File: src/rtl/core/gbrd_pkg.sv
`timescale 1ns / 1ps

package gbrd_pkg;

    // Fixed field widths of the item and event formats.
    localparam int NUM_ANALOG     = 6;
    localparam int VALUE_W        = 16;
    localparam int SOURCE_W       = 4;
    localparam int SLOT_FIELD_W   = 2;
    localparam int BUTTON_FIELD_W = 14;
    localparam int DELAY_W        = 7;
    localparam int DZ_W           = 15;
    localparam int CFG_INDEX_W    = 2;
    localparam int CFG_DATA_W     = 15;

    // Item modes.
    localparam logic [1:0] MODE_POLL       = 2'd0;
    localparam logic [1:0] MODE_CONNECT    = 2'd1;
    localparam logic [1:0] MODE_DISCONNECT = 2'd2;

    // Configuration register indexes.
    localparam logic [CFG_INDEX_W-1:0] CFG_REPEAT_DELAY = 2'd0;
    localparam logic [CFG_INDEX_W-1:0] CFG_LEFT_DZ      = 2'd1;
    localparam logic [CFG_INDEX_W-1:0] CFG_RIGHT_DZ     = 2'd2;
    localparam logic [CFG_INDEX_W-1:0] CFG_TRIGGER_DZ   = 2'd3;

    // Register values after reset.
    localparam logic [DELAY_W-1:0] RESET_REPEAT_DELAY = 7'd60;
    localparam logic [DZ_W-1:0]    RESET_LEFT_DZ      = 15'd7864;
    localparam logic [DZ_W-1:0]    RESET_RIGHT_DZ     = 15'd8847;
    localparam logic [DZ_W-1:0]    RESET_TRIGGER_DZ   = 15'd3932;

    // Analog limits in Q1.15.
    localparam logic signed [VALUE_W-1:0] VALUE_NEG_FULL = 16'sh8000;
    localparam logic signed [VALUE_W-1:0] VALUE_MIN      = -16'sd32767;

    typedef enum logic [1:0] {
        EV_DOWN   = 2'd0,
        EV_REPEAT = 2'd1,
        EV_UP     = 2'd2,
        EV_ANALOG = 2'd3
    } ev_kind_t;

    typedef struct packed {
        ev_kind_t                    kind;
        logic [SOURCE_W-1:0]         source;
        logic [SLOT_FIELD_W-1:0]     slot;
        logic signed [VALUE_W-1:0]   value;
    } event_t;

    // Request from the sequencer to the event buffer.
    typedef struct packed {
        logic   push;
        logic   flush;
        event_t ev;
    } evq_req_t;

endpackage

File: src/rtl/core/gamepad_button_repeat_deadzone_core.sv
`timescale 1ns / 1ps

// Gamepad button auto-repeat and analog dead-zone event generator. Items are taken one
// at a time. A poll of a connected slot walks its buttons and then its six analog
// channels, one state-memory entry per cycle in a read-modify-write loop while the
// output is not stalled; a disconnect walks only the buttons. A connect of a free slot
// sweeps that slot's memory entries to zero, one per cycle. A slot's entries are only
// read after its connect has cleared them, so no clearing pass runs after reset. Events
// come out one per transfer, the last one of an item marked by last; a stalled output
// holds the walk while the pending event waits.
module gamepad_button_repeat_deadzone_core #(
    parameter int NUM_SLOTS   = 4,
    parameter int NUM_BUTTONS = 14
) (
    input  logic                 clk,
    input  logic                 rst_n,

    input  logic                 cfg_write,
    input  logic [1:0]           cfg_index,
    input  logic [14:0]          cfg_data,

    input  logic                 in_valid,
    output logic                 in_stall,
    input  logic [1:0]           mode,
    input  logic [1:0]           slot,
    input  logic [13:0]          pressed_buttons,
    input  logic signed [15:0]   right_trigger,
    input  logic signed [15:0]   left_trigger,
    input  logic signed [15:0]   right_stick_x,
    input  logic signed [15:0]   right_stick_y,
    input  logic signed [15:0]   left_stick_x,
    input  logic signed [15:0]   left_stick_y,

    output logic                 out_valid,
    input  logic                 out_stall,
    output logic [1:0]           event_kind,
    output logic [3:0]           source,
    output logic [1:0]           event_slot,
    output logic signed [15:0]   analog_value,
    output logic                 last
);

    localparam int NUM_ANALOG  = gbrd_pkg::NUM_ANALOG;
    localparam int DELAY_W     = gbrd_pkg::DELAY_W;
    localparam int DZ_W        = gbrd_pkg::DZ_W;
    localparam int VALUE_W     = gbrd_pkg::VALUE_W;
    localparam int SLOT_W      = (NUM_SLOTS > 1) ? $clog2(NUM_SLOTS) : 1;
    localparam int BTN_IDX_W   = (NUM_BUTTONS > 1) ? $clog2(NUM_BUTTONS) : 1;
    localparam int ANA_IDX_W   = $clog2(NUM_ANALOG);
    localparam int STEPS_MAX   = NUM_BUTTONS + NUM_ANALOG;
    localparam int STEP_W      = $clog2(STEPS_MAX + 1);
    localparam int CLEAR_LEN   = (NUM_BUTTONS > NUM_ANALOG) ? NUM_BUTTONS : NUM_ANALOG;
    localparam int BTN_DEPTH   = NUM_SLOTS * NUM_BUTTONS;
    localparam int BTN_AW      = (BTN_DEPTH > 1) ? $clog2(BTN_DEPTH) : 1;
    localparam int ANA_DEPTH   = NUM_SLOTS * NUM_ANALOG;
    localparam int ANA_AW      = $clog2(ANA_DEPTH);
    localparam int BTN_ENTRY_W = 1 + DELAY_W;

    typedef enum logic [1:0] {
        ST_IDLE,
        ST_CLEAR,
        ST_RUN,
        ST_FIN
    } state_t;

    // Limit -1.0, the one Q1.15 value without a positive counterpart, to the symmetric minimum.
    function automatic logic signed [VALUE_W-1:0] sat_q15(input logic signed [VALUE_W-1:0] v);
        logic signed [VALUE_W-1:0] r;
        r = (v == gbrd_pkg::VALUE_NEG_FULL) ? gbrd_pkg::VALUE_MIN : v;
        return r;
    endfunction

    state_t                      state_reg;
    logic                        is_poll_reg;
    logic [STEP_W-1:0]           step_reg;
    logic                        v2_reg;
    logic [STEP_W-1:0]           j2_reg;
    logic [NUM_SLOTS-1:0]        connected_reg;
    logic [DELAY_W-1:0]          repeat_delay_reg;
    logic [DZ_W-1:0]             left_dz_reg;
    logic [DZ_W-1:0]             right_dz_reg;
    logic [DZ_W-1:0]             trigger_dz_reg;

    logic [1:0]                  slot_reg;
    logic [NUM_BUTTONS-1:0]      btn_bits_reg;
    logic signed [VALUE_W-1:0]   analog_reg [NUM_ANALOG];

    logic                        in_xfer;
    logic                        slot_ok;
    logic [SLOT_W-1:0]           in_slot_idx;
    logic [SLOT_W-1:0]           cur_slot;
    logic [STEP_W-1:0]           step_total;
    logic                        ev_ready;
    logic                        issue;
    logic                        proc;
    gbrd_pkg::evq_req_t          ev_req;

    logic                        btn_we;
    logic                        btn_re;
    logic [BTN_AW-1:0]           btn_waddr;
    logic [BTN_AW-1:0]           btn_raddr;
    logic [BTN_ENTRY_W-1:0]      btn_wdata;
    logic [BTN_ENTRY_W-1:0]      btn_rdata;
    logic                        ana_we;
    logic                        ana_re;
    logic [ANA_AW-1:0]           ana_waddr;
    logic [ANA_AW-1:0]           ana_raddr;
    logic signed [VALUE_W-1:0]   ana_wdata;
    logic signed [VALUE_W-1:0]   ana_rdata;

    logic                        j2_is_btn;
    logic [BTN_IDX_W-1:0]        btn_k;
    logic [ANA_IDX_W-1:0]        ana_k;
    logic                        now_pressed;
    logic                        held;
    logic [DELAY_W-1:0]          cnt;
    logic [DELAY_W:0]            cnt_inc;
    logic signed [VALUE_W-1:0]   ana_v;
    logic signed [VALUE_W-1:0]   ana_neg;
    logic [DZ_W-1:0]             ana_mag;
    logic [DZ_W-1:0]             ana_dz;
    logic [STEP_W-1:0]           wr_step;
    int                          ana_wpos;

    gbrd_pkg::event_t            out_ev;

    // Input handshake and slot decode.
    assign in_stall    = (state_reg != ST_IDLE);
    assign in_xfer     = in_valid && !in_stall;
    assign slot_ok     = (int'(slot) < NUM_SLOTS);
    assign in_slot_idx = SLOT_W'(slot);
    assign cur_slot    = SLOT_W'(slot_reg);
    assign step_total  = is_poll_reg ? STEP_W'(STEPS_MAX) : STEP_W'(NUM_BUTTONS);

    // Read issue stage and process stage of the memory walk.
    assign issue  = (state_reg == ST_RUN) && ev_ready && (step_reg < step_total);
    assign proc   = (state_reg == ST_RUN) && ev_ready && v2_reg;
    assign btn_re = issue && (int'(step_reg) < NUM_BUTTONS);
    assign ana_re = issue && (int'(step_reg) >= NUM_BUTTONS);
    assign btn_raddr = BTN_AW'(int'(cur_slot) * NUM_BUTTONS + int'(step_reg));
    assign ana_raddr = ANA_AW'(int'(cur_slot) * NUM_ANALOG + int'(step_reg) - NUM_BUTTONS);

    // Fields of the entry being processed.
    assign j2_is_btn   = (int'(j2_reg) < NUM_BUTTONS);
    assign btn_k       = BTN_IDX_W'(j2_reg);
    assign ana_k       = ANA_IDX_W'(j2_reg - STEP_W'(NUM_BUTTONS));
    assign now_pressed = btn_bits_reg[btn_k];
    assign held        = btn_rdata[DELAY_W];
    assign cnt         = btn_rdata[DELAY_W-1:0];
    assign cnt_inc     = {1'b0, cnt} + {{DELAY_W{1'b0}}, 1'b1};
    assign ana_v       = analog_reg[ana_k];
    assign ana_neg     = -ana_v;
    assign ana_mag     = ana_v[VALUE_W-1] ? ana_neg[DZ_W-1:0] : ana_v[DZ_W-1:0];

    // Dead zone per channel: triggers, right stick, left stick.
    always_comb
    begin
        case (ana_k)
            3'd0, 3'd1: ana_dz = trigger_dz_reg;
            3'd2, 3'd3: ana_dz = right_dz_reg;
            default:    ana_dz = left_dz_reg;
        endcase
    end

    // Write-back addresses: the sweep position while clearing, else the processed entry.
    assign wr_step   = (state_reg == ST_CLEAR) ? step_reg : j2_reg;
    assign ana_wpos  = (state_reg == ST_CLEAR) ? int'(step_reg) : int'(ana_k);
    assign btn_waddr = BTN_AW'(int'(cur_slot) * NUM_BUTTONS + int'(wr_step));
    assign ana_waddr = ANA_AW'(int'(cur_slot) * NUM_ANALOG + ana_wpos);

    // Event generation and memory write-back for one entry, the clearing sweep and the item-end flush.
    always_comb
    begin
        ev_req           = '0;
        ev_req.ev.slot   = slot_reg;
        ev_req.flush     = (state_reg == ST_FIN);
        btn_we           = 1'b0;
        btn_wdata        = btn_rdata;
        ana_we           = 1'b0;
        ana_wdata        = ana_v;
        if (state_reg == ST_CLEAR)
        begin
            btn_we    = (int'(step_reg) < NUM_BUTTONS);
            btn_wdata = '0;
            ana_we    = (int'(step_reg) < NUM_ANALOG);
            ana_wdata = '0;
        end
        else if (proc)
        begin
            if (j2_is_btn)
            begin
                ev_req.ev.source = gbrd_pkg::SOURCE_W'(j2_reg + STEP_W'(1));
                if (is_poll_reg)
                begin
                    btn_we = 1'b1;
                    if (now_pressed && held)
                    begin
                        if (cnt_inc >= {1'b0, repeat_delay_reg})
                        begin
                            ev_req.push    = 1'b1;
                            ev_req.ev.kind = gbrd_pkg::EV_REPEAT;
                            btn_wdata      = {1'b1, repeat_delay_reg};
                        end
                        else
                        begin
                            btn_wdata = {1'b1, cnt_inc[DELAY_W-1:0]};
                        end
                    end
                    else if (now_pressed)
                    begin
                        ev_req.push    = 1'b1;
                        ev_req.ev.kind = gbrd_pkg::EV_DOWN;
                        btn_wdata      = {1'b1, DELAY_W'(1)};
                    end
                    else if (held)
                    begin
                        ev_req.push    = 1'b1;
                        ev_req.ev.kind = gbrd_pkg::EV_UP;
                        btn_wdata      = '0;
                    end
                    else
                    begin
                        btn_wdata = {1'b0, cnt};
                    end
                end
                else if (held)
                begin
                    // Disconnect releases every held button; connect clears later.
                    ev_req.push    = 1'b1;
                    ev_req.ev.kind = gbrd_pkg::EV_UP;
                end
            end
            else if (is_poll_reg)
            begin
                ana_we           = 1'b1;
                ev_req.ev.source = gbrd_pkg::SOURCE_W'(ana_k);
                if ((ana_v != ana_rdata) || (ana_mag > ana_dz))
                begin
                    ev_req.push     = 1'b1;
                    ev_req.ev.kind  = gbrd_pkg::EV_ANALOG;
                    ev_req.ev.value = ana_v;
                end
            end
        end
    end

    // Sequencer, slot flags and configuration registers.
    always_ff @(posedge clk or negedge rst_n)
    begin
        if (!rst_n)
        begin
            state_reg        <= ST_IDLE;
            is_poll_reg      <= 1'b0;
            step_reg         <= '0;
            v2_reg           <= 1'b0;
            j2_reg           <= '0;
            connected_reg    <= '0;
            repeat_delay_reg <= gbrd_pkg::RESET_REPEAT_DELAY;
            left_dz_reg      <= gbrd_pkg::RESET_LEFT_DZ;
            right_dz_reg     <= gbrd_pkg::RESET_RIGHT_DZ;
            trigger_dz_reg   <= gbrd_pkg::RESET_TRIGGER_DZ;
        end
        else
        begin
            if (cfg_write)
            begin
                case (cfg_index)
                    gbrd_pkg::CFG_REPEAT_DELAY: repeat_delay_reg <= cfg_data[DELAY_W-1:0];
                    gbrd_pkg::CFG_LEFT_DZ:      left_dz_reg      <= cfg_data[DZ_W-1:0];
                    gbrd_pkg::CFG_RIGHT_DZ:     right_dz_reg     <= cfg_data[DZ_W-1:0];
                    gbrd_pkg::CFG_TRIGGER_DZ:   trigger_dz_reg   <= cfg_data[DZ_W-1:0];
                    default: ;
                endcase
            end

            case (state_reg)
                ST_IDLE:
                begin
                    if (in_xfer)
                    begin
                        step_reg <= '0;
                        v2_reg   <= 1'b0;
                        if (slot_ok)
                        begin
                            case (mode)
                                gbrd_pkg::MODE_CONNECT:
                                begin
                                    if (!connected_reg[in_slot_idx])
                                    begin
                                        connected_reg[in_slot_idx] <= 1'b1;
                                        state_reg                  <= ST_CLEAR;
                                    end
                                end
                                gbrd_pkg::MODE_DISCONNECT:
                                begin
                                    if (connected_reg[in_slot_idx])
                                    begin
                                        connected_reg[in_slot_idx] <= 1'b0;
                                        is_poll_reg                <= 1'b0;
                                        state_reg                  <= ST_RUN;
                                    end
                                end
                                gbrd_pkg::MODE_POLL:
                                begin
                                    if (connected_reg[in_slot_idx])
                                    begin
                                        is_poll_reg <= 1'b1;
                                        state_reg   <= ST_RUN;
                                    end
                                end
                                default: ;
                            endcase
                        end
                    end
                end
                ST_CLEAR:
                begin
                    step_reg <= step_reg + STEP_W'(1);
                    if (step_reg == STEP_W'(CLEAR_LEN - 1))
                    begin
                        state_reg <= ST_IDLE;
                    end
                end
                ST_RUN:
                begin
                    if (ev_ready)
                    begin
                        if (step_reg < step_total)
                        begin
                            step_reg <= step_reg + STEP_W'(1);
                            v2_reg   <= 1'b1;
                            j2_reg   <= step_reg;
                        end
                        else
                        begin
                            v2_reg    <= 1'b0;
                            state_reg <= ST_FIN;
                        end
                    end
                end
                ST_FIN:
                begin
                    if (ev_ready)
                    begin
                        state_reg <= ST_IDLE;
                    end
                end
                default:
                begin
                    state_reg <= ST_IDLE;
                end
            endcase
        end
    end

    // Item payload captured on transfer.
    always_ff @(posedge clk)
    begin
        if (in_xfer)
        begin
            slot_reg      <= slot;
            btn_bits_reg  <= NUM_BUTTONS'(pressed_buttons);
            analog_reg[0] <= sat_q15(right_trigger);
            analog_reg[1] <= sat_q15(left_trigger);
            analog_reg[2] <= sat_q15(right_stick_x);
            analog_reg[3] <= sat_q15(right_stick_y);
            analog_reg[4] <= sat_q15(left_stick_x);
            analog_reg[5] <= sat_q15(left_stick_y);
        end
    end

    // Held flag and repeat count per slot and button.
    gbrd_ram #(
        .WIDTH (BTN_ENTRY_W),
        .DEPTH (BTN_DEPTH)
    ) u_btn_mem (
        .clk   (clk),
        .we    (btn_we),
        .waddr (btn_waddr),
        .wdata (btn_wdata),
        .re    (btn_re),
        .raddr (btn_raddr),
        .rdata (btn_rdata)
    );

    // Previous analog value per slot and channel.
    gbrd_ram #(
        .WIDTH (VALUE_W),
        .DEPTH (ANA_DEPTH)
    ) u_ana_mem (
        .clk   (clk),
        .we    (ana_we),
        .waddr (ana_waddr),
        .wdata (ana_wdata),
        .re    (ana_re),
        .raddr (ana_raddr),
        .rdata (ana_rdata)
    );

    gbrd_event_buf u_event_buf (
        .clk       (clk),
        .rst_n     (rst_n),
        .req       (ev_req),
        .ready     (ev_ready),
        .out_valid (out_valid),
        .out_stall (out_stall),
        .out_ev    (out_ev),
        .out_last  (last)
    );

    assign event_kind   = out_ev.kind;
    assign source       = out_ev.source;
    assign event_slot   = out_ev.slot;
    assign analog_value = out_ev.value;

    // The walk never reads a button entry in the cycle it is written back.
    assert property (@(posedge clk) disable iff (!rst_n)
        (btn_we && btn_re) |-> (btn_waddr != btn_raddr))
        else $error("button memory read and write hit the same entry");

    // Nothing is left in the process stage once the item is being closed.
    assert property (@(posedge clk) disable iff (!rst_n)
        (state_reg == ST_FIN) |-> !v2_reg)
        else $error("entry still in flight at item end");

    // Events are produced only by the memory walk.
    assert property (@(posedge clk) disable iff (!rst_n)
        ev_req.push |-> (state_reg == ST_RUN))
        else $error("event pushed outside the walk");

    // A poll walk only runs on a connected slot.
    assert property (@(posedge clk) disable iff (!rst_n)
        ((state_reg == ST_RUN) && is_poll_reg) |-> connected_reg[cur_slot])
        else $error("poll walk on a disconnected slot");

endmodule

File: src/rtl/core/gbrd_ram.sv
`timescale 1ns / 1ps

module gbrd_ram #(
    parameter int WIDTH = 8,
    parameter int DEPTH = 64,
    localparam int AW = (DEPTH > 1) ? $clog2(DEPTH) : 1
) (
    input  logic             clk,
    input  logic             we,
    input  logic [AW-1:0]    waddr,
    input  logic [WIDTH-1:0] wdata,
    input  logic             re,
    input  logic [AW-1:0]    raddr,
    output logic [WIDTH-1:0] rdata
);

    logic [WIDTH-1:0] mem [DEPTH];
    logic [WIDTH-1:0] rdata_reg;

    // One write port and one registered read port; read data holds while re is low.
    always_ff @(posedge clk)
    begin
        if (we)
        begin
            mem[waddr] <= wdata;
        end
        if (re)
        begin
            rdata_reg <= mem[raddr];
        end
    end

    assign rdata = rdata_reg;

endmodule

File: src/rtl/core/gbrd_event_buf.sv
`timescale 1ns / 1ps

module gbrd_event_buf (
    input  logic               clk,
    input  logic               rst_n,
    input  gbrd_pkg::evq_req_t req,
    output logic               ready,
    output logic               out_valid,
    input  logic               out_stall,
    output gbrd_pkg::event_t   out_ev,
    output logic               out_last
);

    logic              pend_valid_reg;
    logic              pend_valid_next;
    gbrd_pkg::event_t  pend_reg;
    logic              out_valid_reg;
    logic              out_valid_next;
    gbrd_pkg::event_t  out_reg;
    logic              out_last_reg;
    logic              out_free;
    logic              load_out;

    // The newest event waits in the pending stage until the next one arrives or
    // the item ends, so the final event can be marked before it leaves.
    assign out_free = !out_valid_reg || !out_stall;
    assign ready    = !pend_valid_reg || out_free;
    assign load_out = ready && pend_valid_reg && (req.push || req.flush);

    always_comb
    begin
        pend_valid_next = pend_valid_reg;
        if (ready && req.push)
        begin
            pend_valid_next = 1'b1;
        end
        else if (ready && req.flush)
        begin
            pend_valid_next = 1'b0;
        end
        out_valid_next = load_out ? 1'b1 : (out_valid_reg && out_stall);
    end

    // Control state.
    always_ff @(posedge clk or negedge rst_n)
    begin
        if (!rst_n)
        begin
            pend_valid_reg <= 1'b0;
            out_valid_reg  <= 1'b0;
        end
        else
        begin
            pend_valid_reg <= pend_valid_next;
            out_valid_reg  <= out_valid_next;
        end
    end

    // Event payloads.
    always_ff @(posedge clk)
    begin
        if (load_out)
        begin
            out_reg      <= pend_reg;
            out_last_reg <= req.flush;
        end
        if (ready && req.push)
        begin
            pend_reg <= req.ev;
        end
    end

    assign out_valid = out_valid_reg;
    assign out_ev    = out_reg;
    assign out_last  = out_last_reg;

endmodule
File: config.mk
export PLATFORM = sky130hd
export DESIGN_NAME = gamepad_button_repeat_deadzone_core
export DESIGN_NICKNAME = d
export VERILOG_FILES = /design/src/rtl/core/gbrd_pkg.sv /design/src/rtl/core/gamepad_button_repeat_deadzone_core.sv /design/src/rtl/core/gbrd_ram.sv /design/src/rtl/core/gbrd_event_buf.sv
export SDC_FILE = /design/constraint.sdc
export NUM_CORES = 1
export LEC_CHECK = 0
export BUFFER_PORTS_ARGS = -buffer_cell sky130_fd_sc_hd__buf_4
export CORE_MARGIN = 1.5
export CORE_UTILIZATION = 25
export DETAILED_ROUTE_END_ITERATION = 10
export PLACE_DENSITY_LB_ADDON = 0.15
export RECOVER_POWER = 50
export SLEW_MARGIN = 20
export SYNTH_ARGS = -nofsm -noshare
export SYNTH_HDL_FRONTEND = slang
export SYNTH_HIERARCHICAL = 1
export SYNTH_SLANG_ARGS = --single-unit
File: constraint.sdc
create_clock -name clk -period 7.8 [get_ports clk]
set_clock_uncertainty 0.2 [all_clocks]
set_input_delay 1.17 -clock clk [delete_from_list [all_inputs] [get_ports clk]]
set_output_delay 1.17 -clock clk [all_outputs]
set_load 0.01 [all_outputs]
-- Yosys cells after proc, flatten, opt, wreduce, memory -nomap -nowiden
Memory sizes are Yosys's and may differ from the RTL's. A register that Yosys moved wholly into a read port is not among the register bits.
Index checks and enable logic that the tools add are counted.
- shift-type cells: 0
- divide/modulo/power cells: 0
- add/sub/neg operators: 10
- bitwise operators: 6
- order comparisons: 10
- equal/unequal tests: 31
- $mul: 2
- muxes and demuxes: 83
- reduce and logical (&&, ||, !) cells: 46
- operators by type and width (operator ; number):
    $mux 16 ; 7
    $eq 16x16->1 const B ; 6
    $mux 8 ; 6
    $mux 1 ; 35
    $mux 5 ; 6
    $pmux 15 s2 ; 1
    $mux 2 ; 12
    $ne 16x16->1 ; 1
    $gt 15x15->1 ; 1
    $mux 15 ; 1
    $neg 15->15 ; 1
    $pmux 5 s3 ; 1
    $mux 7 ; 2
    $ne 2x2->1 const B ; 7
    $logic_and 1x1->1 ; 13
    $mux 6 ; 2
    $add 5x5->5 ; 2
    $eq 2x2->1 const B ; 5
    $lt 5x4->1 const B ; 2
    $reduce_and 5->1 ; 2
    $reduce_bool 2->1 ; 5
    $add 7x1->8 const B ; 1
    $ge 8x7->1 ; 1
    $mux 4 ; 2
    43 further kinds ; 66
- memories kept: 3
- register bits: 137
- output and inout bits: 27
- input bits: 136
- latch bits: 0
- RAM bits: 928
- bits in read-only memories: 0
- memories (name ; words ; width ; rd ports ; clocked after memory_dff ; wr ports ; line ; text):
    u_btn_mem.mem ; 56 ; 8 ; 1 ; 1 ; 1 ; gbrd_ram.sv:17 ; logic [WIDTH-1:0] mem [DEPTH];
    u_ana_mem.mem ; 24 ; 16 ; 1 ; 1 ; 1 ; gbrd_ram.sv:17 ;
    analog_reg ; 6 ; 16 ; 1 ; 0 ; 6 ; gamepad_button_repeat_deadzone_core.sv:86 ; logic signed [VALUE_W-1:0] analog_reg [NUM_ANALOG];

-- Depth between registers and ports, before layout
- depth after elaboration: 14
- mapped depth: 21
- depth with buffers taken out: 18

-- Cells and area by module
The synthesis kept the hierarchy.
- by module, submodules not included (module ; seq. area each (um^2) ; instances ; area an instance (um^2) ; cells an instance):
    gbrd_ram at u_btn_mem ; 13693.1 ; 1 ; 17937.2 ; 875
    gbrd_ram at u_ana_mem ; 12011.5 ; 1 ; 15414.8 ; 723
    gamepad_button_repeat_deadzone_core ; 5148.7 ; 1 ; 10520.1 ; 934
    gbrd_event_buf ; 1521.5 ; 1 ; 1564.0 ; 60

-- Worst setup path after synthesis
OpenSTA, ideal clock, no wires.
- path type: flip-flop to flip-flop
- from: register j2_reg[2]
- to: register u_event_buf.out_reg, in the netlist u_event_buf/out_ev[0] (enable)
- required time: 7.185 ns
- setup slack: 1.864 ns
- data arrival time: 5.321 ns
- buffers on the path: 3
- cell stages (with the launch flop): 21
- cell sequence: dfrtp_1 > ha_1 > clkbuf_1 > inv_2 > buf_1 > clkbuf_1 > nor2_1 > a21oi_1 > ha_1 > and3_1 > a31oi_1 > xnor2_1 > ha_1 > and4_1 > nand3_1 > o21a_1 > o2111ai_1 > nor3_1 > nor2_1 > o21ai_0 > a21oi_1
- RTL lines (what ; line ; text):
    from (decl) ; gamepad_button_repeat_deadzone_core.sv:77 ; logic [STEP_W-1:0] j2_reg;
    from (signal assigned) ; gamepad_button_repeat_deadzone_core.sv:332 ; j2_reg <= step_reg;
    to (signal assigned) ; gbrd_event_buf.sv:64 ; out_reg <= pend_reg;
    to (decl) ; gbrd_event_buf.sv:19 ; gbrd_pkg::event_t out_reg;

==> flow_metrics.py <==
metrics = {
    "worst_setup_path": {
        "cp-end-kind": "flip-flop",
        "cpPeakStageDelay_ns": 0.96,
        "r2r_slack_ns": 1.07,
        "reg2reg_to": "u_event_buf/out_ev[10]",
        "worstSetupPathType": "reg2reg",
        "crit_chain": "ha_1 > inv_1 > mux2i_1 > nor3b_1 > nand2_1 > nor3_1 > a21oi_1 > xnor2_1 > ha_1 > and4_1 > nand3_1 > o21a_1 > o2111ai_1 > nor3_1 > nor2_1 > o21ai_0 > a21oi_4",
        "critPathLaunchType": "flip-flop",
        "cp_slowest_cell": "mux2i_1",
        "cp.required_ns": 7.94,
        "r2r_cells": 17,
        "cp_max_fo": 26,
        "critPathArrivalTime_ns": 6.87,
        "reg2reg_from": "j2_reg[2]",
    },
    "global_routing": {
        "grt_max_degree": 75,
        "grt-ovfl-total": 0,
        "grt_pass1_vias": 24901,
        "antenna_found_initial": 9,
        "grt_pass1_wl_um": 183000,
        "grt_use_total_pct": 13.6,
    },
    "finish": {
        "fin_cells": 5205,
        "fin_area_um2": 52500,
        "area_growth_syn_to_layout_pct": 15.6,
        "n_fill_cell": 17924,
        "largest_reg_flops": 448,
        "num-nets-final": 2931,
        "final_util_pct": 29.1,
        "drive_above_1_share_pct": 20.0,
    },
    "power_and_ir_drop": {
        "leakage_nw": 16.8,
        "combinationalPowerShare_pct": 35.3,
        "peakVddDrop_uv": 242,
        "p_sw_share_pct": 35.7,
        "p_clk_share_pct": 25.6,
        "power_density_nw_per_um2": 411,
        "power_mw": 21.6,
        "switchingPower_mw": 7.71,
        "p_seq_share_pct": 39.1,
        "power.internal_mw": 13.9,
    },
    "drt": {
        "initialDrtViolationCount": 1596,
        "dr.pass1.iters": 5,
        "wirelength_um": 127000,
        "ant_nets": 0,
        "routedWlPerCell_um": 24.5,
        "vias_per_cell": 4.60,
        "vias": 23925,
        "drc": 0,
    },
    "cts": {
        "post_cts_buffers": 0,
        "numCtsBuffers": 114,
        "cts_buffer_depth": 3,
        "cts_resized": 0,
        "clk_latency_ns": 0.74,
        "tritoncts": "done",
        "cts.sinks": 1089,
        "cts_hold_buf": 0,
        "cts-root-buf": "clkbuf_16",
        "clkSlewWorstSetupHoldPaths_ns": 0.06,
        "htreeDepth": 3,
    },
    "timing": {
        "setup_ws_ns": 1.07,
        "setup_viol": 0,
        "fmax_ghz": 0.149,
        "holdWs_ns": 0.207,
        "fin_crit_ns": 6.73,
        "slew_headroom_pct": -178,
        "fin_crit_sh_pct": 86.3,
        "finalHoldViolCount": 0,
        "worst_pin_slew_ns": 4.18,
        "slew_violations": 588,
        "rsz0062_at_grt": "no",
        "tns_ns": 0,
    },
    "status": {
        "status": "complete, but fails checks",
        "violations": "max-capacitance violations, max-slew violations",
    },
    "synthesis": {
        "ys_warn_count": 6,
        "synth.avg_cell_area_um2": 17.5,
        "ys_seq_elements": 1089,
        "netlist_area_um2": 45400,
        "synthArstFlopShare_pct": 6.61,
        "synth_nets": 2789,
        "synth_flop_cell": "edfxtp_1",
        "synth-edff-count": 1017,
        "ys_seq_area_share_pct": 71.3,
        "postSynthCellCount": 2592,
        "synth_cell_type_count": 75,
    },
    "placed_design": {
        "place_area_um2": 49300,
        "numPortBuffers": 162,
        "place_hpwl_um": 86600,
        "pre_cts_ws_ns": 1.36,
        "placedCellCount": 4988,
        "gp_congestion": 0.856,
    },
    "floorplan": {
        "start_util_pct": 25.1,
        "dieArea_um2": 184000,
        "core_um2": 181000,
        "std_cell_rows": 156,
        "num_io_pins": 163,
        "die_x_um": 429,
        "die_height_um": 429,
    },
    "worst_hold_path": {
        "min_path_cells": 0,
        "hold_path_startpoint": "u_event_buf/pend_reg[15]",
        "hold_end": "u_event_buf/out_ev[15]",
        "min_path_type": "reg2reg",
    },
    "job": {
        "cap_violations": 17,
    },
}
placed cells by master, fill, tap and decap left out, types with 16 or more instances in the layout:
| cell type | synthesis | layout |
|---|---|---|
| a21oi_1 | 61 | 59 |
| a22o_1 | 19 | 19 |
| a22oi_1 | 18 | 18 |
| a2bb2oi_1 | 17 | 17 |
| a31oi_1 | 16 | 16 |
| buf_4 | 13 | 71 |
| clkbuf_1 | 138 | 170 |
| clkbuf_16 | 0 | 116 |
| clkbuf_4 | 0 | 16 |
| clkinv_1 | 0 | 20 |
| clkinv_2 | 0 | 24 |
| dfrtp_1 | 45 | 43 |
| dfstp_2 | 27 | 27 |
| edfxtp_1 | 1017 | 1017 |
| ha_1 | 57 | 54 |
| inv_1 | 46 | 45 |
| mux2_2 | 68 | 68 |
| mux2i_1 | 133 | 134 |
| mux4_2 | 167 | 167 |
| nand2_1 | 106 | 106 |
| nand3_1 | 45 | 45 |
| nor2_1 | 155 | 152 |
| nor2b_1 | 27 | 26 |
| nor3_1 | 26 | 26 |
| nor4_1 | 17 | 17 |
| o21ai_0 | 45 | 41 |
| xnor2_1 | 30 | 29 |
| xor2_1 | 22 | 21 |
critical path: cells and delay by family, from the launching register on:
kind	cells	cell delay, ns
simple gates	7	1.44
compound gates	5	1.67
mux	1	0.96
flops	1	0.45
fa+ha+maj	2	0.67
xor+xnor	1	0.16
buf+inv	1	0.71
cells in the mapped netlist (13+ instances only):
master	instances	area (um2)
dfstp_2	27	709
edfxtp_1	1017	30500
a22o_1	19	166
inv_1	46	173
mux2i_1	133	1330
mux4_1	15	394
a2bb2oi_1	17	149
mux2_2	68	766
nand2_1	106	398
xnor2_1	30	263
a22oi_1	18	135
buf_4	13	97.6
nand3b_1	13	97.6
o21ai_0	45	225
nor3_1	26	130
nor2_1	155	582
clkbuf_1	138	518
a21oi_1	61	305
o311ai_1	15	131
dfrtp_1	45	1130
xor2_1	22	193
nand2b_1	13	81.3
mux4_2	167	3760
a31oi_1	16	100
ha_1	57	713
nor2b_1	27	169
buf_2	36	180
nor4_1	17	106
nand3_1	45	225
how the worst max path moves through the flow:
stage | startpoint | endpoint | slack (ns) | cells after the start
final | j2_reg[2] | u_event_buf/out_ev[10] | 1.07 | 17
after global placement | j2_reg[0] | u_event_buf/pend_reg[12] | 1.50 | 15
after global routing | j2_reg[2] | u_event_buf/out_ev[10] | 0.50 | 17
after floorplan | j2_reg[2] | u_event_buf/out_ev[0] | 1.86 | 20
after detailed placement | j2_reg[0] | u_event_buf/out_ev[10] | 1.36 | 16
after CTS | j2_reg[0] | u_event_buf/out_ev[6] | 1.32 | 16
power groups by stage:
| stage | Combinational, mW | Clock [mW] | Sequential (mW) |
|---|---|---|---|
| global route | 8.32 | 5.91 | 8.51 |
| global placement | 7.74 | 0 | 8.51 |
| finish | 7.61 | 5.53 | 8.44 |
| detailed placement | 7.91 | 0 | 8.52 |
| floorplan | 4.97 | 0 | 8.41 |
| CTS | 7.93 | 5.70 | 8.41 |
logic make-up (layout without fill, tap and decap cells):
logic type	after synthesis	after routing	share of synthesized area [%]
buf+inv	260	499	2.80
flops	1089	1089	71.3
simple gates	452	452	4.75
fa+ha+maj	61	61	1.75
xor+xnor	52	52	1.00
compound gates	291	291	4.59
other cells	0	4	0
mux	387	387	13.9
metal layers:
layer  track usage (%)  up-vias  share of wire (%)  routed length (um)
met4              4.01        0                2.0                2580
met5                 0        -                  0                   0
met3              2.25      156                4.9                6290
met1              18.6    12603                 45               57300
met2              22.2      659                 48               61100
li1                  -    10507                  -                   -
area by class of cell:
type	instances	area, um2	area share [%]
clock inverters	76	803	1.53
clock buffers	137	2990	5.70
flip-flops and latches	1089	32400	61.7
inverters	48	181	0.345
diodes	4	10.0	0.0191
well taps	2370	2970	5.65
multi-input cells	1243	12000	22.8
repair buffers	238	1240	2.35
(Power assumes the default switching activity.)
